**src/rtl/rbb_pkg.sv**
```systemverilog
// ----------------------------------------------------------------------------
// rbb_pkg
// Shared constants, register codes and types of the RGB box blur.
// ----------------------------------------------------------------------------
package rbb_pkg;

  localparam int DEF_MAX_WIDTH  = 2048;
  localparam int DEF_MAX_RADIUS = 7;
  localparam int QUEUE_DEPTH    = 4;

  localparam int CFG_IDX_W  = 2;
  localparam int CFG_DATA_W = 16;

  localparam logic [11:0] RST_IMAGE_WIDTH  = 12'd640;
  localparam logic [15:0] RST_IMAGE_HEIGHT = 16'd480;
  localparam logic [2:0]  RST_WIN_RADIUS   = 3'd1;

  typedef enum logic [CFG_IDX_W-1:0] {
    REG_IMAGE_WIDTH  = 2'd0,
    REG_IMAGE_HEIGHT = 2'd1,
    REG_WIN_RADIUS   = 2'd2
  } cfg_reg_t;

  typedef enum logic [2:0] {
    B_IDLE,
    B_ACC,
    B_FLUSH,
    B_DIV,
    B_OUT
  } back_state_t;

  // Width of one queued job: write part, window part and output position.
  function automatic int job_bits(int max_width, int max_radius);
    int col_w;
    int slot_w;
    int span_w;
    int cnt_w;
    col_w  = $clog2(max_width);
    slot_w = $clog2(2 * max_radius + 2);
    span_w = $clog2(2 * max_radius + 2);
    cnt_w  = $clog2((2 * max_radius + 1) * (2 * max_radius + 1) + 1);
    return 2 * slot_w + 3 * col_w + 2 * span_w + cnt_w + 43;
  endfunction

endpackage

```
**src/rtl/rbb_queue.sv**
```systemverilog
// ----------------------------------------------------------------------------
// rbb_queue
// Small register FIFO between the front and the back.
// ----------------------------------------------------------------------------
module rbb_queue import rbb_pkg::*; #(
  parameter int WIDTH = 8,
  parameter int DEPTH = QUEUE_DEPTH
) (
  input  logic             clk,
  input  logic             rst,
  input  logic             push,
  input  logic [WIDTH-1:0] push_data,
  output logic             can_push,
  output logic             pop_valid,
  input  logic             pop,
  output logic [WIDTH-1:0] pop_data
);

  localparam int PTR_W = (DEPTH > 1) ? $clog2(DEPTH) : 1;
  localparam int CNT_W = $clog2(DEPTH + 1);

  logic [WIDTH-1:0] slots [DEPTH];
  logic [PTR_W-1:0] wr_ptr;
  logic [PTR_W-1:0] rd_ptr;
  logic [CNT_W-1:0] count;
  logic             do_push;
  logic             do_pop;

  assign can_push  = (count != CNT_W'(DEPTH));
  assign pop_valid = (count != '0);
  assign pop_data  = slots[rd_ptr];
  assign do_push   = push && can_push;
  assign do_pop    = pop && pop_valid;

  always_ff @(posedge clk) begin
    if (do_push) begin
      slots[wr_ptr] <= push_data;
    end
  end

  always_ff @(posedge clk) begin
    if (rst) begin
      wr_ptr <= '0;
      rd_ptr <= '0;
      count  <= '0;
    end else begin
      if (do_push) begin
        wr_ptr <= (wr_ptr == PTR_W'(DEPTH - 1)) ? '0 : wr_ptr + 1'b1;
      end
      if (do_pop) begin
        rd_ptr <= (rd_ptr == PTR_W'(DEPTH - 1)) ? '0 : rd_ptr + 1'b1;
      end
      if (do_push && !do_pop) begin
        count <= count + 1'b1;
      end else if (!do_push && do_pop) begin
        count <= count - 1'b1;
      end
    end
  end

  assert property (@(posedge clk) disable iff (rst)
    count <= CNT_W'(DEPTH))
    else $error("queue count beyond depth");

  assert property (@(posedge clk) disable iff (rst)
    (do_push && !do_pop) |=> (count == $past(count) + 1'b1))
    else $error("queue count lost a push");

  assert property (@(posedge clk) disable iff (rst)
    (count == '0) |-> (wr_ptr == rd_ptr))
    else $error("empty queue with pointers apart");

endmodule

```
**config.mk**
```make
export PLATFORM = sky130hd
export DESIGN_NAME = rbb_queue
export DESIGN_NICKNAME = d
export VERILOG_FILES = /design/src/rtl/rbb_pkg.sv /design/src/rtl/rbb_queue.sv
export SDC_FILE = /design/constraint.sdc
export NUM_CORES = 1
export LEC_CHECK = 0
export ABC_AREA = 1
export BUFFER_PORTS_ARGS = -buffer_cell sky130_fd_sc_hd__buf_2
export CORE_MARGIN = 4
export CORE_UTILIZATION = 60
export DETAILED_ROUTE_END_ITERATION = 8
export GPL_TIMING_DRIVEN = 0
export HOLD_SLACK_MARGIN = 0.02
export PLACE_DENSITY_LB_ADDON = 0.2
export SYNTH_ARGS = -nofsm -noshare
export SYNTH_HDL_FRONTEND = slang
export SYNTH_SLANG_ARGS = --single-unit
```
**constraint.sdc**
```tcl
create_clock -name clk -period 3.26 [get_ports clk]
set_input_delay 0.163 -clock clk [delete_from_list [all_inputs] [get_ports clk]]
set_output_delay 0.163 -clock clk [all_outputs]
set_load 0.005 [all_outputs]
```
**After elaboration in Yosys (flattened, before gate mapping)**

Memory sizes are Yosys's and may differ from the RTL's. A register that Yosys moved wholly into a read port is not among the register bits.
Cells that the tools add are included.
Widths: inputs -> output; s select.

- $add $sub $neg: 4
- $mul: 0
- Divide/modulo/power cells: 0
- Order comparisons: 0
- Equal/unequal tests: 3
- Shifts and indexed selects: 0
- Mux-type cells: 8
- Bitwise gates (word level): 0
- Reduce and logical (&&, ||, !) cells: 8

Operators by type and width:

| operator | number |
|---|---|
| $mux 2 | 4 |
| $mux 3 | 2 |
| $add 2x1->2 const B | 2 |
| $eq 2x2->1 const B | 2 |
| $logic_and 1x1->1 | 4 |
| $add 3x1->3 const B | 1 |
| $ne 3x3->1 const B | 1 |
| $reduce_bool 3->1 | 1 |
| $sub 3x1->3 const B | 1 |
| $logic_not 1->1 | 2 |
| $mux 1 | 2 |
| $reduce_bool 2->1 | 1 |

- Bits in registers: 7
- Bits in latches: 0
- Memory bits (writable): 32
- Bits in read-only memories: 0
- Output and inout port bits: 10
- Word-level logic and storage cells: 27
- Memories kept: 1

Memory list:

| name | depth | bits a word | rd ports | clocked after Yosys merged registers in | write ports | RTL line | text |
|---|---|---|---|---|---|---|---|
| slots | 4 | 8 | 1 | 1 | 1 | rbb_queue.sv:22 | `logic [WIDTH-1:0] slots [DEPTH];` |

**Depth between registers and ports, before layout**

Gate-level depths: netlist of the first run.

- Depth after elaboration: 6
- Mapped depth: 13
- Depth with buffers taken out: 13

**Worst setup path after synthesis of the first run**

OpenSTA, ideal clock, no wires.

- Path type: reg-to-reg
- From: register count[1]
- To: register count[1]
- Library setup time: 116 ps
- Arrival time: 1581 ps
- Data required time: 3144 ps
- Setup slack: 1563 ps
- Cell stages (with the launch flop): 10
- Path buffers: 0
- Clock period less this slack: 1697 ps
- Path through: dfxtp_1 > nor2_2 > nand2_2 > nand2_2 > inv_1 > ha_1 > inv_1 > fa_1 > o21ai_0 > nor2_1

- Longest elaborated chain between the ends: 5
- Elaborated cells on any way between the ends: 13
- Classes of those cells: add/sub: 2; eq/ne: 1; mux: 2; reduce/logical: 8

RTL lines:

| element | RTL line | text |
|---|---|---|
| start, declared | rbb_queue.sv:25 | `logic [CNT_W-1:0] count;` |
| start signal, assigned | rbb_queue.sv:54 | `count <= count + 1'b1;` |
| start signal, assigned | rbb_queue.sv:56 | `count <= count - 1'b1;` |
| $ne 3x3->1 (*) | rbb_queue.sv:29 | `assign can_push = (count != CNT_W'(DEPTH));` |
| named net can_push | rbb_queue.sv:13 | `output logic can_push,` |
| $logic_and 1x1->1 (*) | rbb_queue.sv:32 | `assign do_push = push && can_push;` |
| named net do_push | rbb_queue.sv:26 | `logic do_push;` |
| $logic_not 1->1 | rbb_queue.sv:55 | `end else if (!do_push && do_pop) begin` |
| $logic_and 1x1->1 | rbb_queue.sv:55 |  |
| $reduce_bool 2->1 (no line) | n/a |  |

The timed path passes the listed nets; every way through them passes the cells marked *. The select of a mux whose other input is x is not followed.
A chain may end at the register's enable or synchronous reset.

**Worst setup path after layout of the first run**

- From: register count[1]
- To: register count[1]

- Longest elaborated chain between the ends: 5
- Elaborated cells on any way between the ends: 13
- Classes of those cells: add/sub: 2; eq/ne: 1; mux: 2; reduce/logical: 8

RTL lines:

| element | RTL line |
|---|---|
| $ne 3x3->1 (*) | rbb_queue.sv:29 |
| $logic_and 1x1->1 (*) | rbb_queue.sv:32 |
| named net do_push | rbb_queue.sv:26 |
| $logic_not 1->1 | rbb_queue.sv:55 |
| $logic_and 1x1->1 | rbb_queue.sv:55 |
| $reduce_bool 2->1 (no line) | n/a |

Marks and branches as above.

==> results.md, run 1 <==
- Root Buffer: clkbuf_4
- Reg-to-Reg Start: count[1]
- Hold Path End: slots[0][2]
- Switching pwr: 0.4815 mW
- CP top delay family: adder cells
- Grt total ovfl: 0
- Max-slew violations: 0
- Slowest stage cell on the critical path: fa_1
- Maxcap violations: 0
- Critical Path End Type: flip-flop
- Synth area leader: edfxtp_1
- CTS buffer count: 5
- Syn avg cell area: 11.70 um^2
- Cells along the critical path: nor2_2 -> nand2_2 -> nand2_2 -> inv_1 -> ha_1 -> inv_1 -> fa_1 -> o21ai_0 -> nor2_1
- WHS Path Cells: 1
- Post-placement setup slack: 1.399 ns
- Post CTS Setup Buffer Count: 0
- Area taken by multi-input logic gates: 473.0 um^2
- RR Endpoint: count[1]
- Setup violators final: 0
- Die height: 61.18 um
- FMAX: 532.3 MHz
- Worst Path Required: 3.50 ns
- Ys Warns: 0
- Sink Count: 41
- Synthesized Nets: 164
- Flop pwr share: 45.2%
- Seq/Total Area, Yosys: 67.26%
- H-tree levels: 2
- P per Cell Area: 787.7 mW/mm^2
- P_leak: 0.7994 nW
- Layout cells sized above 1: 21.91%
- Worst path bufs/invs: 2
- DRC violations left: 0
- IO Pins: 22
- Clk pwr share: 25.0%
- CTS tree: yes
- Worst Skew: 0.01100 ns
- Unique cell type count in the Yosys netlist: 20
- First-pass GRT wire length: 4747 um
- Antenna violations before repair: 0
- Peak VDD IR: 0.7308 mV
- Fin cells: 209
- Cell Area, Synth: 0.001697 mm^2
- Status: finished, final reports clean
- Final Hold Viols: 0
- HP Class: primary input to flip-flop
- Port Buffers: 21
- Nets: 196
- Hold Path Origin: push_data[2]
- N_diodes: 0
- Drt wl/cell: 14.11 um
- Worst-Margin Slew: 0.7861 ns
- Clock transition at the registers of the reported paths: 0.12 ns
- Max clock buf depth: 2
- Commonest cells in the netlist: 32 x edfxtp_1, 32 x nor2_1, 15 x inv_1
- Arrival time at the worst endpoint: 2.12 ns
- Placer congestion estimate: 0.7256
- Core area: 0.002734 mm^2
- Nature of the critical path startpoint: flip-flop
- Via count: 1114
- Die Wd: 61.18 um
- Clk Latency, worst-skew pair: 0.34 ns
- Register bit total from synthesis: 41
- Area share of the largest cell type after synthesis: 56.64%
- Final worst-path cycle share: 57.62%
- Die area: 0.003742 mm^2
- Area grow syn2layout: 16.89%
- Headroom to the max-slew limit: 47.40%
- Initial Util: 62.06%
- WL final: 2950 um
- Asr flop ratio synth: 0%
- Reg2Reg Depth: 9
- Crit path depth: 9
- Initial DRC count: 36
- Layout filler cell count: 198
- EDFF count, synth: 32
- Max stage delay on crit path: 0.41 ns
- Critical path class: flip-flop to flip-flop
- Register-to-register setup slack: 1.38 ns
- CP max FO: 7
- Largest net degree at the start of global routing: 14
- # rows: 19
- Sw Ratio: 30.82%
- Gate power share: 29.8%
- GR Util All Layers: 18.36%
- Setup TNS: 0 ns
- Dpl hpwl: 1982 um
- RSZ-0062 raised after global routing: false
- Main area contributors after synthesis: edfxtp_1 57%, dfxtp_1 11%, nor2_1 7.1%, ha_1 4.4%, o21ai_0 3.8%
- DR pass1 iterations: 4
- Register Area: 0.001141 mm^2
- Placed Instances: 197
- Int Pwr: 1.081 mW
- Syn Inst Count: 145
- Post-route setup slack: 1.381 ns
- Fin crit period: 1.879 ns
- Vias/cell: 5.330
- Antenna viol nets, final: 0
- Vias in the first global route: 1106
- Primary FF master, synth: edfxtp_1
[power by group through the flow]
stage	registers [mW]	clock network, mW	logic (mW)
floorplan	0.702	0	0.314
global placement	0.717	0	0.444
detailed placement	0.718	0	0.465
CTS	0.706	0.395	0.471
global route	0.719	0.417	0.537
finish	0.706	0.390	0.465
[cells by family (layout without fill, tap and decap cells)]
family | after synthesis | in the layout | synth area share (%)
compound gates | 27 | 27 | 9.218
flops | 41 | 41 | 67.26
xor+xnor | 1 | 1 | 0.5163
fa+ha+maj | 7 | 7 | 5.605
buf+inv | 18 | 51 | 4.867
simple gates | 51 | 51 | 12.54
[timing repair]
item,in CTS,in global routing
hold buffers,4,0
endpoints found under the hold margin,13,0
gates resized for setup,0,0
setup endpoints to repair,0,0
[how the worst max path moves through the flow]
stage / slack (ns) / start / end
after CTS: 1.38 / count[1] / count[1]
after detailed placement: 1.40 / count[1] / count[1]
after floorplan: 1.56 / count[1] / count[1]
final: 1.38 / count[1] / count[1]
after global placement: 1.46 / count[1] / count[1]
after global routing: 1.20 / count[0] / count[1]
[cell type report]
cell class / count / area share, %
Clock inverter: 3 / 3.281
Tap cell: 31 / 1.956
Clock buffer: 5 / 1.893
Timing Repair Buffer: 25 / 7.319
Buffer: 2 / 1.136
Sequential cell: 41 / 57.54
Inverter: 16 / 3.028
Multi-Input combinational cell: 86 / 23.85
[per-layer routing]
| metal | GRT usage [%] | vias to the layer above | routed length (um) |
|---|---|---|---|
| li1 | - | 563 | - |
| met1 | 20.33 | 516 | 1162 |
| met2 | 32.33 | 29 | 1551 |
| met3 | 5.451 | 6 | 193 |
| met4 | 8.359 | 0 | 42 |
| met5 | 0 | - | 0 |
[per-stage QoR]
stage          power (mW)  cell area, um^2  hold WS [ns]  utilization [%]
2_1_floorplan       1.017             1697        0.2354                -
3_3_place_gp        1.161             1841        0.3339            67.32
3_5_place_dp        1.183             1841        0.3412            67.32
4_1_cts             1.572             1983       0.02241            72.54
5_1_grt             1.673             1983       0.02175            72.54
6_report            1.562             1983       0.03186            72.54
[registers in the layout, summed over array words and instances, names as in the netlist, named ones only]
register	cells
count	3
rd_ptr	2
slots	32
wr_ptr	2
[cell usage in the layout (no fill, tap or decap), drive strengths merged]
cell type	n
a21oi	2
buf	23
bufinv	2
clkbuf	5
clkinv	1
dfxtp	9
dlygate4sd3	4
edfxtp	32
fa	1
ha	6
inv	16
nand2	14
nand3	1
nand3b	2
nand4	1
nor2	33
o21ai	17
o22ai	8
xor2	1
(Power assumes the default switching activity.)
==> run 2, diff against run 1 <==
--- a/config.mk
+++ b/config.mk
@@ -5,10 +5,10 @@
 export SDC_FILE = /design/constraint.sdc
 export NUM_CORES = 1
 export LEC_CHECK = 0
-export ABC_AREA = 1
+export ABC_AREA = 0
 export BUFFER_PORTS_ARGS = -buffer_cell sky130_fd_sc_hd__buf_2
 export CORE_MARGIN = 4
-export CORE_UTILIZATION = 60
+export CORE_UTILIZATION = 55
 export DETAILED_ROUTE_END_ITERATION = 8
 export GPL_TIMING_DRIVEN = 0
 export HOLD_SLACK_MARGIN = 0.02
==> constraint.sdc (replaced) <==
create_clock -name clk -period 1.9 [get_ports clk]
set_input_delay 0.095 -clock clk [delete_from_list [all_inputs] [get_ports clk]]
set_output_delay 0.095 -clock clk [all_outputs]
set_load 0.005 [all_outputs]
==> run 2 against run 1 <==
Compared with the run above: the flow now finishes with violations (negative setup slack); routed wire length fell by 9.1%; cell count decreased by 23%; die area up 4.4%; highest routed layer unchanged; clock skew grew 0.0050 ns; register-to-register slack lost 1.4 ns; setup slack worse by 1.4 ns; global-route usage shrank 1.9 points.
==> results.md, run 2 <==
- Vias/cell: 5.478 (+2.8%)
- HP Class: primary input to flip-flop
- Reg-to-Reg Start: count[2]
- Primary FF master, synth: edfxtp_1
- Nets: 148 (-24%)
- CP top delay family: simple AND/OR/NAND/NOR gates
- Root Buffer: clkbuf_4
- WL final: 2681 um (-9.1%)
- Die area: 0.003907 mm^2 (+4.4%)
- Sink Count: 41 (unchanged)
- Largest net degree at the start of global routing: 13 (-1)
- First-pass GRT wire length: 4857 um (+2.3%)
- Main area contributors after synthesis: edfxtp_1 59%, dfxtp_1 11%, mux4_2 11%, ha_1 4.6%, mux2i_1 1.8%
- Setup TNS: -0.04666 ns (-0.04666 ns)
- Max stage delay on crit path: 0.38 ns (-0.03 ns)
- Max clock buf depth: 2 (unchanged)
- Nature of the critical path startpoint: flip-flop
- CTS tree: yes
- Most frequent cells in the layout: 32 x edfxtp_1, 21 x buf_2, 8 x mux4_2, 8 x dlygate4sd3_1, 6 x dfxtp_1
- Antenna violations before repair: 0 (unchanged)
- Area share of the largest cell type after synthesis: 58.81% (+2.2 points)
- Reg2Reg Depth: 8 (-1)
- Die Wd: 62.51 um (+2.2%)
- P per Cell Area: 1207 mW/mm^2 (+53%)
- Final worst-path cycle share: 102.5% (+45 points)
- Critical path class: flip-flop to flip-flop
- Asr flop ratio synth: 0% (unchanged)
- Vias in the first global route: 1037 (-6.2%)
- Port Buffers: 20 (-4.8%)
- P_leak: 0.7408 nW (-7.3%)
- Hold Path End: wr_ptr[0]
- RR Endpoint: count[2]
- GR Util All Layers: 16.48% (-1.9 points)
- Commonest non-fill, non-tap cell in the layout: edfxtp_1
- Register bit total from synthesis: 41 (unchanged)
- N_diodes: 0 (unchanged)
- Post-placement setup slack: -0.1773 ns (-1.577 ns)
- DRC violations left: 0 (unchanged)
- Synthesized Nets: 109 (-34%)
- Fin crit period: 1.947 ns (+0.06813 ns)
- Core area: 0.002805 mm^2 (+2.6%)
- CTS buffer count: 5 (unchanged)
- Hold Path Origin: push
- Clk Latency, worst-skew pair: 0.35 ns (about the same)
- H-tree levels: 2 (unchanged)
- Most numerous cell in the Yosys netlist: edfxtp_1
- Worst path bufs/invs: 1 (-1)
- Slowest stage cell on the critical path: dfxtp_4
- Largest Register: slots
- Antenna viol nets, final: 0 (unchanged)
- Final Power: 2.399 mW (+54%)
- FMAX: 513.7 MHz (-3.5%)
- Fin Hold WS: 0.05113 ns (+0.01927 ns)
- CP max FO: 5 (-2)
- Initial DRC count: 25 (-31%)
- Cells along the critical path: or3b_4 -> and2_4 -> ha_4 -> inv_2 -> fa_2 -> xor2_1 -> or3_4 -> a21oi_2
- Setup violators final: 1 (+1)
- Failing checks: negative setup slack
- Layout cells sized above 1: 44.62% (+23 points)
- Unique cell type count in the Yosys netlist: 26 (+30%)
- EDFF count, synth: 32 (unchanged)
- Max-slew violations: 0 (unchanged)
- Syn avg cell area: 18.16 um^2 (+55%)
- Arrival time at the worst endpoint: 2.22 ns (+0.10 ns)
- Worst-Margin Slew: 0.5113 ns (-0.2747 ns)
- IO Pins: 22 (unchanged)
- DR pass1 iterations: 4 (unchanged)
- Worst Skew: 0.01596 ns (+0.004956 ns)
- Initial Util: 58.25% (-3.8 points)
- Ys Warns: 0 (unchanged)
- Area grow syn2layout: 21.59%
- # rows: 19 (unchanged)
- Max reg flops: 32 (unchanged)
- Dpl hpwl: 1784 um (-10%)
- Peak VDD IR: 0.7338 mV (+0.40%)
- Post-route setup slack: -0.04666 ns (-1.428 ns)
- Register-to-register setup slack: -0.05 ns (-1.43 ns)
- Headroom to the max-slew limit: 65.91% (+19 points)
- Critical Path End Type: flip-flop
- Cell Area, Synth: 0.001634 mm^2 (-3.7%)
- Commonest cells in the netlist: 32 x edfxtp_1, 9 x dfxtp_1, 8 x mux4_2
- Worst Path Required: 2.17 ns (-1.33 ns)
- Seq/Total Area, Yosys: 69.83% (+2.6 points)
- Via count: 882 (-21%)
- Maxcap violations: 0 (unchanged)
- RSZ-0062 raised after global routing: true
- WHS Path Cells: 3 (+2)
- Grt total ovfl: 0 (unchanged)
- Final Hold Viols: 0 (unchanged)
- Status: finished, violations left
- Clock transition at the registers of the reported paths: 0.11 ns (about the same)
- Placer congestion estimate: 0.6818 (-6.0%)
- Biggest regs: slots: 32 flops, count: 3 flops
- Syn Inst Count: 90 (-38%)
- Layout filler cell count: 202 (+2.0%)
- Synth area leader: edfxtp_1
- Die height: 62.51 um (+2.2%)
- Drt wl/cell: 16.65 um (+18%)
run 2: changes by cell type after synthesis, sizes merged, moves of 3 or more:
cell | previous run | this run
nor2 | 33 | 3
o21ai | 17 | 1
inv | 16 | 3
nand2 | 14 | 1
mux4 | 0 | 8
o22ai | 8 | 0
and3 | 0 | 4
mux2i | 0 | 3
or3 | 0 | 3
run 2: how the worst max path moves through the flow:
stage	depth (start not counted)	slack, ns	end	start
after global placement	9	-0.16	count[2]	count[2]
final	8	-0.05	count[2]	count[2]
after global routing	8	-0.11	count[2]	count[2]
after floorplan	9	-0.09	count[2]	count[2]
after detailed placement	9	-0.18	count[2]	count[2]
after CTS	8	-0.03	count[2]	count[2]
run 2: logic make-up after synthesis:
family / share of synthesized area, %
and+or+nand+nor: 6.508
DFF: 69.83
muxes: 12.86
AOI/OAI and AO/OA: 2.144
buffers and inverters: 1.760
xor gates and xnor gates: 1.072
adders and majority gates: 5.819
run 2: timing repair:
item                                   CTS  global route
setup endpoints to repair                2             2
endpoints found under the hold margin   32             0
gates resized for setup                  3             0
hold buffers                             8             0
pin swaps                                5             1
buffers inserted                         5             0
run 2: through the flow:
| step | std cells | area [um^2] | util (%) |
|---|---|---|---|
| after global placement | 141 | 1814 | 64.67 |
| after CTS | 161 | 1987 | 70.83 |
| final | 161 | 1987 | 70.83 |
| after global routing | 161 | 1987 | 70.83 |
| after detailed placement | 141 | 1814 | 64.67 |
| after floorplan | 90 | 1675 | - |
run 2: worst reg2reg max path: cells and delay by family, from the launching register on:
family | cells | cell delay [ns]
adders and majority gates | 2 | 0.47
and+or+nand+nor | 3 | 0.71
AOI/OAI and AO/OA | 1 | 0.13
DFF | 1 | 0.38
xor gates and xnor gates | 1 | 0.16
buffers and inverters | 1 | 0.03
run 2: layer usage:
| metal | part of all wire [%] | track usage [%] |
|---|---|---|
| met3 | 5.4 | 5.755 |
| met2 | 52 | 27.83 |
| met5 | 0 | 0 |
| met1 | 41 | 19.19 |
| met4 | 1.8 | 6.612 |
run 2: cell type report:
type / count / area, um^2 / share of cell area [%]
buffer: 3 / 12.51 / 0.6297
clock buffer: 6 / 41.29 / 2.078
clock inverter: 2 / 10.01 / 0.5038
inverter: 3 / 11.26 / 0.5667
multi-input combinational: 42 / 503.0 / 25.31
sequential: 41 / 1152 / 58.00
tap: 31 / 38.79 / 1.952
timing repair buffer: 33 / 217.7 / 10.96
run 2: report_power, final:
part / total, mW / switching [mW] / internal (mW)
clock network: 0.407 / 0.266 / 0.141
logic: 0.788 / 0.344 / 0.443
registers: 1.20 / 0.0843 / 1.12
total: 2.40 / 0.695 / 1.70
