===== config.mk =====
export PLATFORM = sky130hd
export DESIGN_NAME = rbb_front_flat
export DESIGN_NICKNAME = d
export VERILOG_FILES = /design/src/rtl/rbb_pkg.sv /design/src/rtl/rbb_pix_if.sv /design/src/rtl/rbb_cfg_if.sv /design/src/rtl/rbb_front.sv /design/src/flat_wrapper.sv
export SDC_FILE = /design/constraint.sdc
export NUM_CORES = 1
export LEC_CHECK = 0
export BUFFER_PORTS_ARGS = -buffer_cell sky130_fd_sc_hd__buf_2
export CAP_MARGIN = 20
export CORE_MARGIN = 2
export CORE_UTILIZATION = 45
export CTS_CLUSTER_SIZE = 20
export DETAILED_ROUTE_END_ITERATION = 8
export GPL_TIMING_DRIVEN = 0
export PLACE_DENSITY = 0.7
export SLEW_MARGIN = 20
export SYNTH_ARGS = -nofsm -noshare
export SYNTH_HDL_FRONTEND = slang
export SYNTH_SLANG_ARGS = --single-unit

===== constraint.sdc =====
create_clock -name clk -period 11.6 [get_ports clk]
set_clock_uncertainty 0.1 [all_clocks]
set_input_delay 0.58 -clock clk [delete_from_list [all_inputs] [get_ports clk]]
set_output_delay 0.58 -clock clk [all_outputs]
set_load 0.01 [all_outputs]

===== src/rtl/rbb_pkg.sv =====
// ----------------------------------------------------------------------------
// rbb_pkg
// Shared constants, register codes and types of the RGB box blur.
// ----------------------------------------------------------------------------
package rbb_pkg;

  localparam int DEF_MAX_WIDTH  = 2048;
  localparam int DEF_MAX_RADIUS = 7;
  localparam int QUEUE_DEPTH    = 4;

  localparam int CFG_IDX_W  = 2;
  localparam int CFG_DATA_W = 16;

  localparam logic [11:0] RST_IMAGE_WIDTH  = 12'd640;
  localparam logic [15:0] RST_IMAGE_HEIGHT = 16'd480;
  localparam logic [2:0]  RST_WIN_RADIUS   = 3'd1;

  typedef enum logic [CFG_IDX_W-1:0] {
    REG_IMAGE_WIDTH  = 2'd0,
    REG_IMAGE_HEIGHT = 2'd1,
    REG_WIN_RADIUS   = 2'd2
  } cfg_reg_t;

  typedef enum logic [2:0] {
    B_IDLE,
    B_ACC,
    B_FLUSH,
    B_DIV,
    B_OUT
  } back_state_t;

  // Width of one queued job: write part, window part and output position.
  function automatic int job_bits(int max_width, int max_radius);
    int col_w;
    int slot_w;
    int span_w;
    int cnt_w;
    col_w  = $clog2(max_width);
    slot_w = $clog2(2 * max_radius + 2);
    span_w = $clog2(2 * max_radius + 2);
    cnt_w  = $clog2((2 * max_radius + 1) * (2 * max_radius + 1) + 1);
    return 2 * slot_w + 3 * col_w + 2 * span_w + cnt_w + 43;
  endfunction

endpackage


===== src/rtl/rbb_pix_if.sv =====
// ----------------------------------------------------------------------------
// rbb_pix_if
// Pixel input channel: kind flag and one RGB pixel.
// ----------------------------------------------------------------------------
interface rbb_pix_if;
  logic       valid;
  logic       ready;
  logic       kind;
  logic [7:0] in_blue;
  logic [7:0] in_green;
  logic [7:0] in_red;

  modport source (output valid, kind, in_blue, in_green, in_red, input ready);
  modport sink   (input valid, kind, in_blue, in_green, in_red, output ready);
endinterface


===== src/rtl/rbb_cfg_if.sv =====
// ----------------------------------------------------------------------------
// rbb_cfg_if
// Configuration write channel: register index and write data.
// ----------------------------------------------------------------------------
interface rbb_cfg_if import rbb_pkg::*; ();
  logic                  valid;
  logic                  ready;
  logic [CFG_IDX_W-1:0]  index;
  logic [CFG_DATA_W-1:0] data;

  modport source (output valid, index, data, input ready);
  modport sink   (input valid, index, data, output ready);
endinterface


===== src/rtl/rbb_front.sv =====
// ----------------------------------------------------------------------------
// rbb_front
// Holds the configuration and the input/output raster positions, decides per
// item whether a pixel is stored and whether an output is due, and emits a job.
// ----------------------------------------------------------------------------
module rbb_front import rbb_pkg::*; #(
  parameter int MAX_WIDTH  = DEF_MAX_WIDTH,
  parameter int MAX_RADIUS = DEF_MAX_RADIUS,
  localparam int JOB_W     = job_bits(MAX_WIDTH, MAX_RADIUS)
) (
  input  logic             clk,
  input  logic             rst,
  rbb_pix_if.sink          pix,
  rbb_cfg_if.sink          cfg,
  output logic             job_valid,
  input  logic             job_ready,
  output logic [JOB_W-1:0] job_data
);

  localparam int COL_W      = $clog2(MAX_WIDTH);
  localparam int STORE_ROWS = 2 * MAX_RADIUS + 2;
  localparam int SLOT_W     = $clog2(STORE_ROWS);
  localparam int SPAN_W     = $clog2(2 * MAX_RADIUS + 2);
  localparam int CNT_W      = $clog2((2 * MAX_RADIUS + 1) * (2 * MAX_RADIUS + 1) + 1);

  typedef struct packed {
    logic              wr_en;
    logic [SLOT_W-1:0] wr_slot;
    logic [COL_W-1:0]  wr_col;
    logic [23:0]       pixel;
    logic              em_en;
    logic [SLOT_W-1:0] slot0;
    logic [COL_W-1:0]  col0;
    logic [SPAN_W-1:0] nrows;
    logic [SPAN_W-1:0] ncols;
    logic [CNT_W-1:0]  cnt;
    logic [COL_W-1:0]  ecol;
    logic [15:0]       erow;
    logic              last;
  } job_t;

  logic [11:0]       image_width;
  logic [15:0]       image_height;
  logic [2:0]        win_radius;
  logic [COL_W-1:0]  in_col;
  logic [15:0]       in_row;
  logic [SLOT_W-1:0] in_slot;
  logic [COL_W-1:0]  emit_col;
  logic [15:0]       emit_row;
  logic [SLOT_W-1:0] emit_slot;

  logic [COL_W:0]    w_eff;
  logic [COL_W-1:0]  wm1;
  logic [15:0]       hm1;
  logic [2:0]        rad;
  logic              ing;
  logic [COL_W-1:0]  in_col_next;
  logic [15:0]       in_row_next;
  logic [SLOT_W-1:0] in_slot_next;
  logic [16:0]       dr_ext;
  logic [COL_W:0]    dc_ext;
  logic [15:0]       dr;
  logic [COL_W-1:0]  dc;
  logic [15:0]       r0;
  logic [COL_W-1:0]  c0;
  logic [SLOT_W-1:0] rback;
  logic [SLOT_W:0]   slot_sum;
  logic              emit;
  logic              last;
  logic              accept;
  job_t              job;

  always_comb begin
    if (image_width == 12'd0) begin
      w_eff = (COL_W+1)'(1);
    end else if (32'(image_width) > MAX_WIDTH) begin
      w_eff = (COL_W+1)'(MAX_WIDTH);
    end else begin
      w_eff = (COL_W+1)'(image_width);
    end
    wm1 = COL_W'(w_eff - 1'b1);
    hm1 = (image_height == 16'd0) ? 16'd0 : image_height - 16'd1;
    rad = (32'(win_radius) > MAX_RADIUS) ? 3'(MAX_RADIUS) : win_radius;
  end

  // Ingest step
  always_comb begin
    ing          = !pix.kind && (in_row <= hm1);
    in_col_next  = in_col;
    in_row_next  = in_row;
    in_slot_next = in_slot;
    if (ing) begin
      if (in_col == wm1) begin
        in_col_next  = '0;
        in_row_next  = in_row + 16'd1;
        in_slot_next = (in_slot == SLOT_W'(STORE_ROWS - 1)) ? '0 : in_slot + 1'b1;
      end else begin
        in_col_next = in_col + 1'b1;
      end
    end
  end

  // Output readiness and window bounds
  always_comb begin
    dr_ext = {1'b0, emit_row} + 17'(rad);
    dr     = (dr_ext >= {1'b0, hm1}) ? hm1 : dr_ext[15:0];
    dc_ext = {1'b0, emit_col} + (COL_W+1)'(rad);
    dc     = (dc_ext >= {1'b0, wm1}) ? wm1 : dc_ext[COL_W-1:0];
    emit   = (emit_row <= hm1) &&
             ((in_row_next > dr) || ((in_row_next == dr) && (in_col_next > dc)));
    r0     = (emit_row > 16'(rad)) ? emit_row - 16'(rad) : 16'd0;
    c0     = (emit_col > COL_W'(rad)) ? emit_col - COL_W'(rad) : '0;
    rback  = SLOT_W'(emit_row - r0);
    if (emit_slot >= rback) begin
      slot_sum = {1'b0, emit_slot} - {1'b0, rback};
    end else begin
      slot_sum = {1'b0, emit_slot} + (SLOT_W+1)'(STORE_ROWS) - {1'b0, rback};
    end
    last   = (emit_row == hm1) && (emit_col == wm1);
  end

  always_comb begin
    job.wr_en   = ing;
    job.wr_slot = in_slot;
    job.wr_col  = in_col;
    job.pixel   = {pix.in_red, pix.in_green, pix.in_blue};
    job.em_en   = emit;
    job.slot0   = slot_sum[SLOT_W-1:0];
    job.col0    = c0;
    job.nrows   = SPAN_W'(dr - r0 + 16'd1);
    job.ncols   = SPAN_W'(dc - c0 + 1'b1);
    job.cnt     = CNT_W'(job.nrows) * CNT_W'(job.ncols);
    job.ecol    = emit_col;
    job.erow    = emit_row;
    job.last    = last;
  end

  // Hold the pixel side while a register write takes the cycle
  assign pix.ready = job_ready && !cfg.valid;
  assign cfg.ready = 1'b1;
  assign accept    = pix.valid && pix.ready;
  assign job_valid = accept && (ing || emit);
  assign job_data  = JOB_W'(job);

  always_ff @(posedge clk) begin
    if (rst) begin
      image_width  <= RST_IMAGE_WIDTH;
      image_height <= RST_IMAGE_HEIGHT;
      win_radius   <= RST_WIN_RADIUS;
      in_col       <= '0;
      in_row       <= '0;
      in_slot      <= '0;
      emit_col     <= '0;
      emit_row     <= '0;
      emit_slot    <= '0;
    end else if (cfg.valid) begin
      unique case (cfg.index)
        REG_IMAGE_WIDTH:  image_width  <= cfg.data[11:0];
        REG_IMAGE_HEIGHT: image_height <= cfg.data;
        REG_WIN_RADIUS:   win_radius   <= cfg.data[2:0];
        default: ;
      endcase
      if (cfg.index == REG_IMAGE_WIDTH || cfg.index == REG_IMAGE_HEIGHT ||
          cfg.index == REG_WIN_RADIUS) begin
        in_col    <= '0;
        in_row    <= '0;
        in_slot   <= '0;
        emit_col  <= '0;
        emit_row  <= '0;
        emit_slot <= '0;
      end
    end else if (accept) begin
      if (emit && last) begin
        // frame done: restart all positions
        in_col    <= '0;
        in_row    <= '0;
        in_slot   <= '0;
        emit_col  <= '0;
        emit_row  <= '0;
        emit_slot <= '0;
      end else begin
        in_col  <= in_col_next;
        in_row  <= in_row_next;
        in_slot <= in_slot_next;
        if (emit) begin
          if (emit_col == wm1) begin
            emit_col  <= '0;
            emit_row  <= emit_row + 16'd1;
            emit_slot <= (emit_slot == SLOT_W'(STORE_ROWS - 1)) ? '0 : emit_slot + 1'b1;
          end else begin
            emit_col <= emit_col + 1'b1;
          end
        end
      end
    end
  end

endmodule


===== src/flat_wrapper.sv =====
// flat-port wrapper written by rule: the top's interface ports become plain ports
module rbb_front_flat import rbb_pkg::*;
#(
  parameter int MAX_WIDTH  = DEF_MAX_WIDTH,
  parameter int MAX_RADIUS = DEF_MAX_RADIUS,
  localparam int JOB_W     = job_bits(MAX_WIDTH, MAX_RADIUS)
)
  (clk, rst, job_valid, job_ready, job_data, pix_valid, pix_kind, pix_in_blue, pix_in_green, pix_in_red, pix_ready, cfg_valid, cfg_index, cfg_data, cfg_ready);
  rbb_pix_if pix_i ();
  rbb_cfg_if cfg_i ();
  input  logic clk;
  input  logic rst;
  output logic job_valid;
  input  logic job_ready;
  output logic [JOB_W-1:0] job_data;
  input wire logic [$bits(pix_i.valid)-1:0] pix_valid;
  input wire logic [$bits(pix_i.kind)-1:0] pix_kind;
  input wire logic [$bits(pix_i.in_blue)-1:0] pix_in_blue;
  input wire logic [$bits(pix_i.in_green)-1:0] pix_in_green;
  input wire logic [$bits(pix_i.in_red)-1:0] pix_in_red;
  output wire logic [$bits(pix_i.ready)-1:0] pix_ready;
  input wire logic [$bits(cfg_i.valid)-1:0] cfg_valid;
  input wire logic [$bits(cfg_i.index)-1:0] cfg_index;
  input wire logic [$bits(cfg_i.data)-1:0] cfg_data;
  output wire logic [$bits(cfg_i.ready)-1:0] cfg_ready;
  assign pix_i.valid = pix_valid;
  assign pix_i.kind = pix_kind;
  assign pix_i.in_blue = pix_in_blue;
  assign pix_i.in_green = pix_in_green;
  assign pix_i.in_red = pix_in_red;
  assign pix_ready = pix_i.ready;
  assign cfg_i.valid = cfg_valid;
  assign cfg_i.index = cfg_index;
  assign cfg_i.data = cfg_data;
  assign cfg_ready = cfg_i.ready;
  rbb_front #(.MAX_WIDTH(MAX_WIDTH), .MAX_RADIUS(MAX_RADIUS)) u_core (.clk(clk), .rst(rst), .pix(pix_i), .cfg(cfg_i), .job_valid(job_valid), .job_ready(job_ready), .job_data(job_data));
endmodule

Yosys cells after proc, flatten, opt, wreduce, memory -nomap -nowiden
Index checks and enable logic that the tools add are counted.
{"block": "totals", "reg_bits": 93, "in_bits": 48, "output_inout_bits": 103, "word_cells": 121}
{"block": "op_classes", "add_sub_neg": 20, "n_mul": 1, "order_cmp": 10, "n_eq_ne": 9, "mux": 43, "n_reduce_logical": 29}
{"cell": "$mux 16", "n": 13}
{"cell": "$mux 11", "n": 15}
{"cell": "$mux 4", "n": 15}
{"cell": "$add 16x1->16 const B", "n": 2}
{"cell": "$eq 16x16->1", "n": 2}
{"cell": "$le 16x16->1", "n": 2}
{"cell": "$add 11x1->11 const B", "n": 2}
{"cell": "$eq 11x11->1", "n": 2}
{"cell": "$add 4x1->4 const B", "n": 5}
{"cell": "$sub 4x4->4", "n": 5}
{"cell": "$add 16x3->17", "n": 1}
{"cell": "$ge 17x16->1", "n": 1}
{"cell": "$gt 16x16->1", "n": 1}
{"cell": "$gt 16x3->1", "n": 1}
{"cell": "$logic_not 16->1", "n": 1}
{"cell": "$sub 16x1->16 const B", "n": 1}
{"cell": "$add 11x3->12", "n": 1}
{"cell": "$ge 12x11->1", "n": 1}
{"cell": "$gt 12x12->1 const B", "n": 1}
{"cell": "$logic_not 12->1", "n": 1}
{"cell": "$reduce_bool 3->1", "n": 4}
{"cell": "$gt 11x11->1", "n": 1}
{"cell": "$gt 11x3->1", "n": 1}
{"cell": "$sub 11x1->11 const B", "n": 1}
{"cell": "other kinds (16)", "n": 32}

Longest topological paths before layout
Gate-level depths: netlist of run 1.
{"block": "depth", "depth_word": 15, "mapped_depth": 38, "mapped_depth_nobuf": 35}

Worst setup path after synthesis of run 1
Ideal clock, no wire load.
{"block": "synth_path", "path_kind": "register to output", "from": "register u_core.image_width[3]", "to": "output job_data[35]", "arrival_time_ns": 7.547, "required_ns": 10.920, "path_slack_ns": 3.373, "path_stages_with_launch": 36, "path_buffers": 5, "path_cell_list": "dfxtp_1 clkbuf_1 clkbuf_1 nor3_1 a41o_1 inv_1 ha_1 buf_2 clkbuf_1 nor2_1 a21oi_1 o21ai_1 ha_1 o21a_1 o21a_1 o21ai_0 a21oi_1 a21boi_1 clkbuf_1 a21oi_1 ha_1 ha_1 fa_1 xor2_1 xnor2_1 xnor2_1 nand2_1 fa_1 inv_1 fa_1 ha_1 a21o_1 a21oi_1 o21bai_1 a21oi_1 xnor2_1"}
{"block": "synth_between", "elab_chain_len": 9, "elab_cells_between_ends": 10, "classes_between": "add/sub: 3; mul: 1; order compare: 2; mux: 3; reduce/logical: 1"}
{"item": "start: declaration", "line": "rbb_front.sv:42", "rtl": "logic [11:0] image_width;"}
{"item": "start signal: assignment", "line": "rbb_front.sv:158", "rtl": "REG_IMAGE_WIDTH: image_width <= cfg.data[11:0];"}
{"item": "$gt 12x12->1", "line": "rbb_front.sv:76", "rtl": "end else if (32'(image_width) > MAX_WIDTH) begin"}
{"item": "$mux 11", "line": "rbb_front.sv:76"}
{"item": "$mux 11 (*)", "line": "rbb_front.sv:74", "rtl": "if (image_width == 12'd0) begin"}
{"item": "$sub 11x1->11 (*)", "line": "rbb_front.sv:81", "rtl": "wm1 = COL_W'(w_eff - 1'b1);"}
{"item": "$ge 12x11->1", "line": "rbb_front.sv:108", "rtl": "dc = (dc_ext >= {1'b0, wm1}) ? wm1 : dc_ext[COL_W-1:0];"}
{"item": "$mux 11 (*)", "line": "rbb_front.sv:108"}
{"item": "$sub 4x4->4 (*)", "line": "rbb_front.sv:131", "rtl": "job.ncols = SPAN_W'(dc - c0 + 1'b1);"}
{"item": "$add 4x1->4 (*)", "line": "rbb_front.sv:131"}
{"item": "via job_data[39]", "line": "flat_wrapper.sv:15", "rtl": "output logic [JOB_W-1:0] job_data;"}
{"item": "$mul 4x4->8 (*)", "line": "rbb_front.sv:132", "rtl": "job.cnt = CNT_W'(job.nrows) * CNT_W'(job.ncols);"}
{"item": "end: declaration", "line": "flat_wrapper.sv:15"}
Mark *: on every way through the listed nets, which the timed path passes. The rest lies on a longest branch.

Final worst setup path of run 1
{"block": "layout_path", "from": "register u_core.image_width[3]", "to": "output job_data[35]"}
{"block": "layout_between", "elab_chain_len": 9, "elab_cells_between_ends": 10, "classes_between": "add/sub: 3; mul: 1; order compare: 2; mux: 3; reduce/logical: 1"}
{"item": "$gt 12x12->1", "line": "rbb_front.sv:76"}
{"item": "$mux 11", "line": "rbb_front.sv:76"}
{"item": "$mux 11 (*)", "line": "rbb_front.sv:74"}
{"item": "$sub 11x1->11 (*)", "line": "rbb_front.sv:81"}
{"item": "$ge 12x11->1", "line": "rbb_front.sv:108"}
{"item": "$mux 11 (*)", "line": "rbb_front.sv:108"}
{"item": "$sub 4x4->4 (*)", "line": "rbb_front.sv:131"}
{"item": "$add 4x1->4 (*)", "line": "rbb_front.sv:131"}
{"item": "$mul 4x4->8 (*)", "line": "rbb_front.sv:132"}
Mark *: on every way between the ends. The rest lies on a longest branch, timed or not.

==> results of run 1 <==
==> power groups by stage <==
stage,Clock [mW],Combinational [mW],Sequential (mW)
after detailed placement,0,0.545,0.344
after global placement,0,0.537,0.344
after floorplan,0,0.374,0.341
after global routing,0.329,0.621,0.338
after CTS,0.318,0.549,0.336
final,0.314,0.551,0.337
==> logic make-up after synthesis <==
family / after synthesis / synth area share, %
simple gates: 547 / 26.4
compound gates: 324 / 20.2
buf+inv: 172 / 7.33
fa+ha+maj: 144 / 18.0
xor+xnor: 109 / 9.23
flops: 93 / 17.7
mux: 11 / 1.07
other cells: 1 / 0.0357
==> cells in the mapped netlist (all sizes together) (12+ instances only) <==
cell type	n	area share [%]
xor2	42	3.5
dfxtp	93	18
ha	132	16
a21oi	100	4.8
clkbuf	60	2.1
nor2	114	4.1
and2	19	1.1
a31oi	21	1.3
nand2b	20	1.2
nand4	40	2.4
a211oi	16	1.2
nor4	17	1.2
and3	30	1.8
inv	66	2.4
nand2	145	5.2
buf	45	2.8
o31ai	13	0.98
o21ai	62	3.0
fa	12	2.3
nor3	32	1.5
nor2b	14	0.83
xnor2	66	5.5
nand3	52	2.5
or3	16	0.95
a21o	36	2.6
==> worst min-delay path, cell delays in order <==
cell and delay, ps:
buf_2 90, nand2_1 40, a21oi_1 50
==> state kept, by name, summed over array words and instances (netlist names) <==
name                 cells
u_core.image_height     16
u_core.in_slot           4
u_core.emit_col         11
u_core.image_width      12
u_core.in_row           16
u_core.rad               3
u_core.emit_slot         4
u_core.in_col           11
u_core.emit_row         16
==> metrics by stage <==
stage | setup WS, ps | std cells | power [mW] | utilization (%) | area [µm²]
2_1_floorplan | 3370 | 1401 | 0.715 | - | 10500
3_3_place_gp | 1940 | 1838 | 0.881 | 50.5 | 11500
3_5_place_dp | 1850 | 1838 | 0.889 | 50.5 | 11500
4_1_cts | 1450 | 1854 | 1.20 | 51.9 | 11800
5_1_grt | 583 | 1854 | 1.29 | 51.9 | 11800
6_report | 1350 | 1854 | 1.20 | 51.9 | 11800
==> layer usage <==
| metal | track usage (%) | vias up | share of wire [%] |
|---|---|---|---|
| li1 | - | 5282 | - |
| met1 | 38.8 | 5029 | 46 |
| met2 | 42.1 | 453 | 43 |
| met3 | 4.57 | 68 | 8.6 |
| met4 | 9.65 | 0 | 2.7 |
| met5 | 0 | - | 0 |
==> area by class of cell <==
cell class / instances / share of cell area [%]
Buffer: 105 / 4.39
Clock buffer: 10 / 2.02
Clock inverter: 6 / 0.540
Inverter: 67 / 2.13
Multi-Input combinational cell: 1136 / 66.6
Sequential cell: 93 / 15.8
Tap cell: 313 / 3.32
Timing Repair Buffer: 124 / 5.25
==> worst min-delay path by stage <==
stage	startpoint	end	slack, ps	cells past startpoint
3_3_place_gp	u_core.image_height[4]	u_core.image_height[4]	380	2
5_1_grt	cfg_data[15]	u_core.image_height[15]	350	3
6_report	cfg_data[12]	u_core.image_height[12]	350	3
2_1_floorplan	u_core.image_height[4]	u_core.image_height[4]	360	2
3_5_place_dp	u_core.image_height[4]	u_core.image_height[4]	390	2
4_1_cts	cfg_data[12]	u_core.image_height[12]	340	3
==> flow_summary.ini, run 1 <==
[cts]
cts_tree = done
clock_sinks = 93
hold_buffers = 0
cts_buffers = 9
clockRootBuffer = clkbuf_16
clk_pin_slew_ps = 80
worstSkewPairLatency_ps = 370
h-tree-depth = 3
post-cts-setup-buffers = 0
clockBufferDepth = 2
ctsResizeCount = 0

[final_layout]
diodes = 0
drive_above_1_share_pct = 13.4
multi_input_area_um2 = 7870
area_delta_synth_final_pct = 12.5
fill_cells = 2236
final_common_cell = nand2_1
ff_latch_area_um2 = 1860
layout_common_cells = nand2_1, buf_2, ha_1, nor2_1, a21oi_1
nets = 1728

[global_route]
grt_max_degree = 19
grt.overflow.total = 0
grt_pass1_wl_um = 53300
track_usage_pct = 27.5
antenna_found_initial = 0
grt_pass1_vias = 10100

[critical_path]
r2r_start = u_core.image_height[2]
startpoint = u_core.image_width[3]
regToRegSetupSlack_ps = 2200
arrival_ps = 9570
path_depth = 36
cpPeakStageDelay_ps = 550
r2r_cells = 27
worst-path-buf-inv = 8
crit_path_max_fanout = 10
cp_data_required_time_ps = 10920
crit_family = adder cells
start_kind = flop
path_class = flop to output pin
rr_endpoint = u_core.emit_row[7]
endpoint_kind = output pin
cpMaxStageDelayCell = fa_1
crit_end = job_data[35]

[timing]
slew_headroom_pct = 34.1
timing.hold.ws_ps = 348
hold_violations = 0
drv_slew = 0
rsz0062_at_grt = false
setup_viol = 0
fmax_mhz = 97.5
fin_crit_sh_pct = 88.4
setup_tns_ps = 0
worst_pin_slew_ps = 988
fin_crit_ps = 10250

[placement]
place.gp.congestion = 1.01
hpwl_um = 27400
io_buffers = 124

[pwr]
pwr-share-comb_pct = 45.8
ir_drop_uv = 102
leakage_nw = 5.49
swShare_pct = 41.0
powerDensity_nw_per_um2 = 102
seqPwrFrac_pct = 28.0
clockPowerShare_pct = 26.2
internal_power_uw = 709
power_switching_uw = 493

[flow_run]
cap_violations = 0

[logic_synthesis]
yosysUniqueCellTypes = 78
synth-seq-cells = 93
synth_ff_type = dfxtp_1
syn_nets = 1593
synth_area_um2 = 10500
ys_async_sr_fraction_pct = 0
yosysWarnings = 0
syn_avg_cell_area_um2 = 7.49
synthesis.instances = 1401
synth_edf_count = 0
synth_seq_area_share_pct = 17.7

[route]
wl_per_cell_um = 18.3
dr.pass1.iters = 6
drtAntennaViolNets = 0
wl_um = 33900
num_vias = 10800
avgViaCountPerCell = 5.84
drt_iter0_drc = 990
route.detailed.drc = 0

[die]
die_x_um = 157
initial_utilization_pct = 46.1
num_io_pins = 151
rows = 55
dieArea_um2 = 24600
fp.dieH_um = 157
core_um2 = 22800

[outcome]
status = completed

[worst_hold_path]
worstHoldPathType = input pin to flop
(Power assumes the default switching activity.)
==> run 2: changes to the inputs <==
--- a/config.mk
+++ b/config.mk
@@ -8,11 +8,13 @@
 export BUFFER_PORTS_ARGS = -buffer_cell sky130_fd_sc_hd__buf_2
 export CAP_MARGIN = 20
 export CORE_MARGIN = 2
-export CORE_UTILIZATION = 45
+export CORE_UTILIZATION = 42
 export CTS_CLUSTER_SIZE = 20
 export DETAILED_ROUTE_END_ITERATION = 8
+export GPL_ROUTABILITY_DRIVEN = 0
 export GPL_TIMING_DRIVEN = 0
-export PLACE_DENSITY = 0.7
+export PLACE_DENSITY = 0.67
+export REMOVE_ABC_BUFFERS = 1
 export SLEW_MARGIN = 20
 export SYNTH_ARGS = -nofsm -noshare
 export SYNTH_HDL_FRONTEND = slang
==> run 2 against run 1 <==
  * Register-to-register slack worse by 580 ps
  * Non-clock buffer count is 125 lower
  * Core utilization fell by 5.9 points
  * Total power down 1.6%
==> flow_summary.ini, run 2 (synthesis results as in run 1) <==
[die]
initial_utilization_pct = 42.9
die_x_um = 162
dieArea_um2 = 26300
core_um2 = 24500
rows = 57
fp.dieH_um = 162
num_io_pins = 151

[pwr]
leakage_nw = 5.16
ir_drop_uv = 122
seqPwrFrac_pct = 28.8
pwr-share-comb_pct = 44.0
clockPowerShare_pct = 27.2
powerDensity_nw_per_um2 = 105
swShare_pct = 39.6
internal_power_uw = 714
power_mw = 1.18
power_switching_uw = 469

[timing]
drv_slew = 0
setup_viol = 0
fmax_mhz = 93.8
hold_violations = 0
worst_pin_slew_ps = 1110
fin_crit_ps = 10660
fin_crit_sh_pct = 91.9
slew_headroom_pct = 26.0
rsz0062_at_grt = false
setup_tns_ps = 0

[route]
dr.pass1.iters = 5
wl_per_cell_um = 18.3
avgViaCountPerCell = 5.94
drtAntennaViolNets = 0
route.detailed.drc = 0
wl_um = 31800
num_vias = 10300
drt_iter0_drc = 949

[worst_hold_path]
min_to = u_core.image_height[12]
hold_start = cfg_data[12]
worstHoldPathType = input pin to flop
min_path_cells = 3

[cts]
clk_pin_slew_ps = 70
h-tree-depth = 3
clockBufferDepth = 2
clockRootBuffer = clkbuf_16
cts_buffers = 9
clock_sinks = 93
cts_tree = done
ctsResizeCount = 0
post-cts-setup-buffers = 0
worstSkewPairLatency_ps = 360
hold_buffers = 0

[global_route]
grt_pass1_vias = 9262
antenna_found_initial = 0
grt.overflow.total = 0
track_usage_pct = 23.9
grt_max_degree = 43
grt_pass1_wl_um = 50200

[placement]
hpwl_um = 25100
io_buffers = 101

[final_layout]
nets = 1603
drive_above_1_share_pct = 10.7
fill_cells = 2442
layout_common_cells = nand2_1, ha_1, nor2_1, buf_2, a21oi_1
diodes = 0
finish.utilization_pct = 45.9
final_common_cell = nand2_1
reg_top3 = u_core.emit_row (16), u_core.image_height (16), u_core.in_row (16)
area_delta_synth_final_pct = 7.07

[critical_path]
arrival_ps = 9980
cp_data_required_time_ps = 10920
start_kind = flop
regToRegSetupSlack_ps = 1620
cpMostUsedCell = ha_1
cpPeakStageDelay_ps = 1030
cpMaxStageDelayCell = dfxtp_1
crit_path_max_fanout = 32
r2r_start = u_core.image_width[11]
rr_endpoint = u_core.emit_col[8]
path_class = flop to output pin
r2r_cells = 22
endpoint_kind = output pin

[flow_run]
cap_violations = 0

[outcome]
status = completed
## run 2: cell type report
| cell class | count | area [µm²] | area share (%) |
|---|---|---|---|
| clock buffer | 11 | 243 | 2.16 |
| clock inverter | 5 | 63.8 | 0.568 |
| inverter | 67 | 251 | 2.24 |
| multi-input combinational | 1136 | 7890 | 70.2 |
| sequential | 93 | 1860 | 16.6 |
| tap | 324 | 405 | 3.61 |
| timing repair buffer | 104 | 526 | 4.68 |
## run 2: worst max-delay path: cells and delay by family (launching register included)
kind,cells,cell delay (ps)
AOI/OAI and AO/OA,12,3200
buffers and inverters,3,680
adders and majority gates,8,3410
and+or+nand+nor,3,450
xor gates and xnor gates,4,820
DFF,1,1030
## run 2: routing by layer
metal,part of all wire [%],track usage [%]
met1,46,34.6
met2,43,36.2
met4,2.1,6.88
met3,8.8,4.21
met5,0,0
## run 2: metrics by stage
stage / setup slack, ps / instances / hold slack [ps] / instance area, µm²
floorplan: 3010 / 1296 / 350 / 9980
global placement: 1340 / 1721 / 377 / 10900
detailed placement: 1510 / 1723 / 381 / 10900
CTS: 1080 / 1739 / 344 / 11200
global route: 320 / 1740 / 364 / 11200
finish: 936 / 1740 / 352 / 11200
## run 2: power groups by stage
| stage | Sequential (mW) | Clock [mW] | Combinational, mW |
|---|---|---|---|
| after CTS | 0.340 | 0.326 | 0.521 |
| after floorplan | 0.344 | 0 | 0.353 |
| after global routing | 0.342 | 0.339 | 0.580 |
| final | 0.341 | 0.322 | 0.521 |
| after detailed placement | 0.348 | 0 | 0.516 |
| after global placement | 0.348 | 0 | 0.506 |
## run 2: worst max path at each step
stage,depth (start not counted),startpoint,slack (ps),to
2_1_floorplan,30,u_core.image_width[11],3010,job_data[35]
3_3_place_gp,24,u_core.image_height[2],1340,u_core.in_row[11]
3_5_place_dp,31,u_core.image_width[11],1510,job_data[35]
4_1_cts,31,u_core.image_width[11],1080,job_data[35]
5_1_grt,31,u_core.image_width[11],320,job_data[35]
6_report,30,u_core.image_width[11],940,job_data[35]
==> run 3: changes to the inputs <==
--- a/config.mk
+++ b/config.mk
@@ -13,8 +13,8 @@
 export DETAILED_ROUTE_END_ITERATION = 8
 export GPL_ROUTABILITY_DRIVEN = 0
 export GPL_TIMING_DRIVEN = 0
-export PLACE_DENSITY = 0.67
 export REMOVE_ABC_BUFFERS = 1
+export SETUP_SLACK_MARGIN = 0.02
 export SLEW_MARGIN = 20
 export SYNTH_ARGS = -nofsm -noshare
 export SYNTH_HDL_FRONTEND = slang
==> constraint.sdc (replaced) <==
create_clock -name clk -period 12.03 [get_ports clk]
set_clock_uncertainty 0.1 [all_clocks]
set_input_delay 0.6015 -clock clk [delete_from_list [all_inputs] [get_ports clk]]
set_output_delay 0.6015 -clock clk [all_outputs]
set_load 0.01 [all_outputs]
==> run 3 against run 2 <==
  * Cell count fell by 0.17%
  * First-iteration DRC count fell by 5.4%
  * Routed wire length rose by 2.8%
  * Critical endpoint unchanged
  * Highest routed layer unchanged
==> flow_summary.ini, run 3 (synthesis results as in run 1) <==
[outcome]
status = completed

[die]
fp.dieH_um = 162
dieArea_um2 = 26300
core_um2 = 24500
initial_utilization_pct = 42.9
die_x_um = 162
num_io_pins = 151
rows = 57

[cts]
hold_buffers = 0
clk_pin_slew_ps = 70
cts_buffers = 9
ctsResizeCount = 0
clock_sinks = 93
h-tree-depth = 3
cts_tree = done
post-cts-setup-buffers = 0
worstSkewPairLatency_ps = 360
clockRootBuffer = clkbuf_16
clockBufferDepth = 2

[placement]
hpwl_um = 25800
dp.cells = 1723
preCtsSetupSlack_ps = 1810
io_buffers = 101

[timing]
slew_headroom_pct = 24.8
setup_viol = 0
fin_crit_sh_pct = 85.7
timing.hold.ws_ps = 389
drv_slew = 0
fin_crit_ps = 10310
fmax_mhz = 97.0
finalWorstSetupSlack_ps = 1720
rsz0062_at_grt = false
worst_pin_slew_ps = 1130
setup_tns_ps = 0
hold_violations = 0

[critical_path]
path_class = flop to output pin
endpoint_kind = output pin
arrival_ps = 9610
rr_endpoint = u_core.emit_col[0]
start_kind = flop
r2r_start = u_core.image_height[2]
cpMaxStageDelayCell = dfxtp_1
cpPeakStageDelay_ps = 1000
path_depth = 30
startpoint = u_core.image_width[11]
crit_path_max_fanout = 32
cpMostUsedCell = ha_1
worst-path-buf-inv = 3
crit_family = adder cells
r2r_cells = 25
crit_end = job_data[35]
regToRegSetupSlack_ps = 1900
cp_data_required_time_ps = 11330

[route]
drt_iter0_drc = 898
wl_per_cell_um = 18.8
dr.pass1.iters = 6
avgViaCountPerCell = 5.91
wl_um = 32700
route.detailed.drc = 0
drtAntennaViolNets = 0
num_vias = 10300

[pwr]
leakage_nw = 5.15
powerDensity_nw_per_um2 = 100
power_mw = 1.12
ir_drop_uv = 140

[final_layout]
area_delta_synth_final_pct = 6.88
reg_top3 = u_core.emit_row (16), u_core.image_height (16), u_core.in_row (16)
nets = 1602
drive_above_1_share_pct = 10.6
layout_common_cells = nand2_1, ha_1, nor2_1, buf_2, a21oi_1
diodes = 0
layout.cells.non_filler = 1737
final_common_cell = nand2_1

[global_route]
track_usage_pct = 24.4
grt.overflow.total = 0
grt_pass1_wl_um = 51100
grt_max_degree = 43
antenna_found_initial = 0
grt_pass1_vias = 9169

[flow_run]
cap_violations = 0

[worst_hold_path]
worstHoldPathType = input pin to flop
[run 3: worst register-to-register path, stage by stage, from the launching register on]
cell       delay (ps)
dfxtp_1           350
or3_1             410
or3_1             350
or3_1             380
or4_1             510
or4_1             460
a21oi_1           490
ha_1              230
and3_1            190
nand4_1           170
or4_1             640
a211oi_1          380
and2_1            850
and4_1            540
nand2_1           130
xnor2_1           170
ha_1              320
nand4_1           110
nor4_1            740
nor2_1             90
o211a_1           220
nand4bb_1         350
o41ai_4           930
nand2_1           390
nand2_1           440
nor2_1            100
[run 3: layer usage]
layer / wire (µm) / track usage, %
met3: 2590 / 4.26
met5: 0 / 0
met2: 13800 / 36.6
met4: 578 / 6.03
met1: 15700 / 35.9
[run 3: worst min-delay path by stage]
stage / startpoint / endpoint / slack, ps / cells past startpoint
2_1_floorplan: u_core.image_height[4] / u_core.image_height[4] / 350 / 2
3_3_place_gp: u_core.image_height[9] / u_core.image_height[9] / 380 / 2
3_5_place_dp: u_core.image_height[9] / u_core.image_height[9] / 380 / 2
4_1_cts: cfg_data[15] / u_core.image_height[15] / 380 / 3
5_1_grt: cfg_data[15] / u_core.image_height[15] / 390 / 3
6_report: cfg_data[12] / u_core.image_height[12] / 390 / 3
[run 3: final cells by class]
type | count | area, µm²
fill | 2505 | 13200
multi-input combinational | 1136 | 7890
timing repair buffer | 103 | 520
clock inverter | 5 | 61.3
clock buffer | 9 | 225
tap | 324 | 405
inverter | 67 | 251
sequential | 93 | 1860
[run 3: report_power, final]
part / leakage [nW] / internal (mW) / switching, mW
registers: 0.753 / 0.314 / 0.0142
logic: 4.25 / 0.204 / 0.296
clock network: 0.142 / 0.161 / 0.134
[run 3: metrics by stage]
| step | utilization [%] | cell area (µm²) |
|---|---|---|
| finish | 45.9 | 11200 |
| detailed placement | 44.7 | 10900 |
| floorplan | - | 9980 |
| global placement | 44.5 | 10900 |
| global route | 45.9 | 11200 |
| CTS | 45.8 | 11200 |
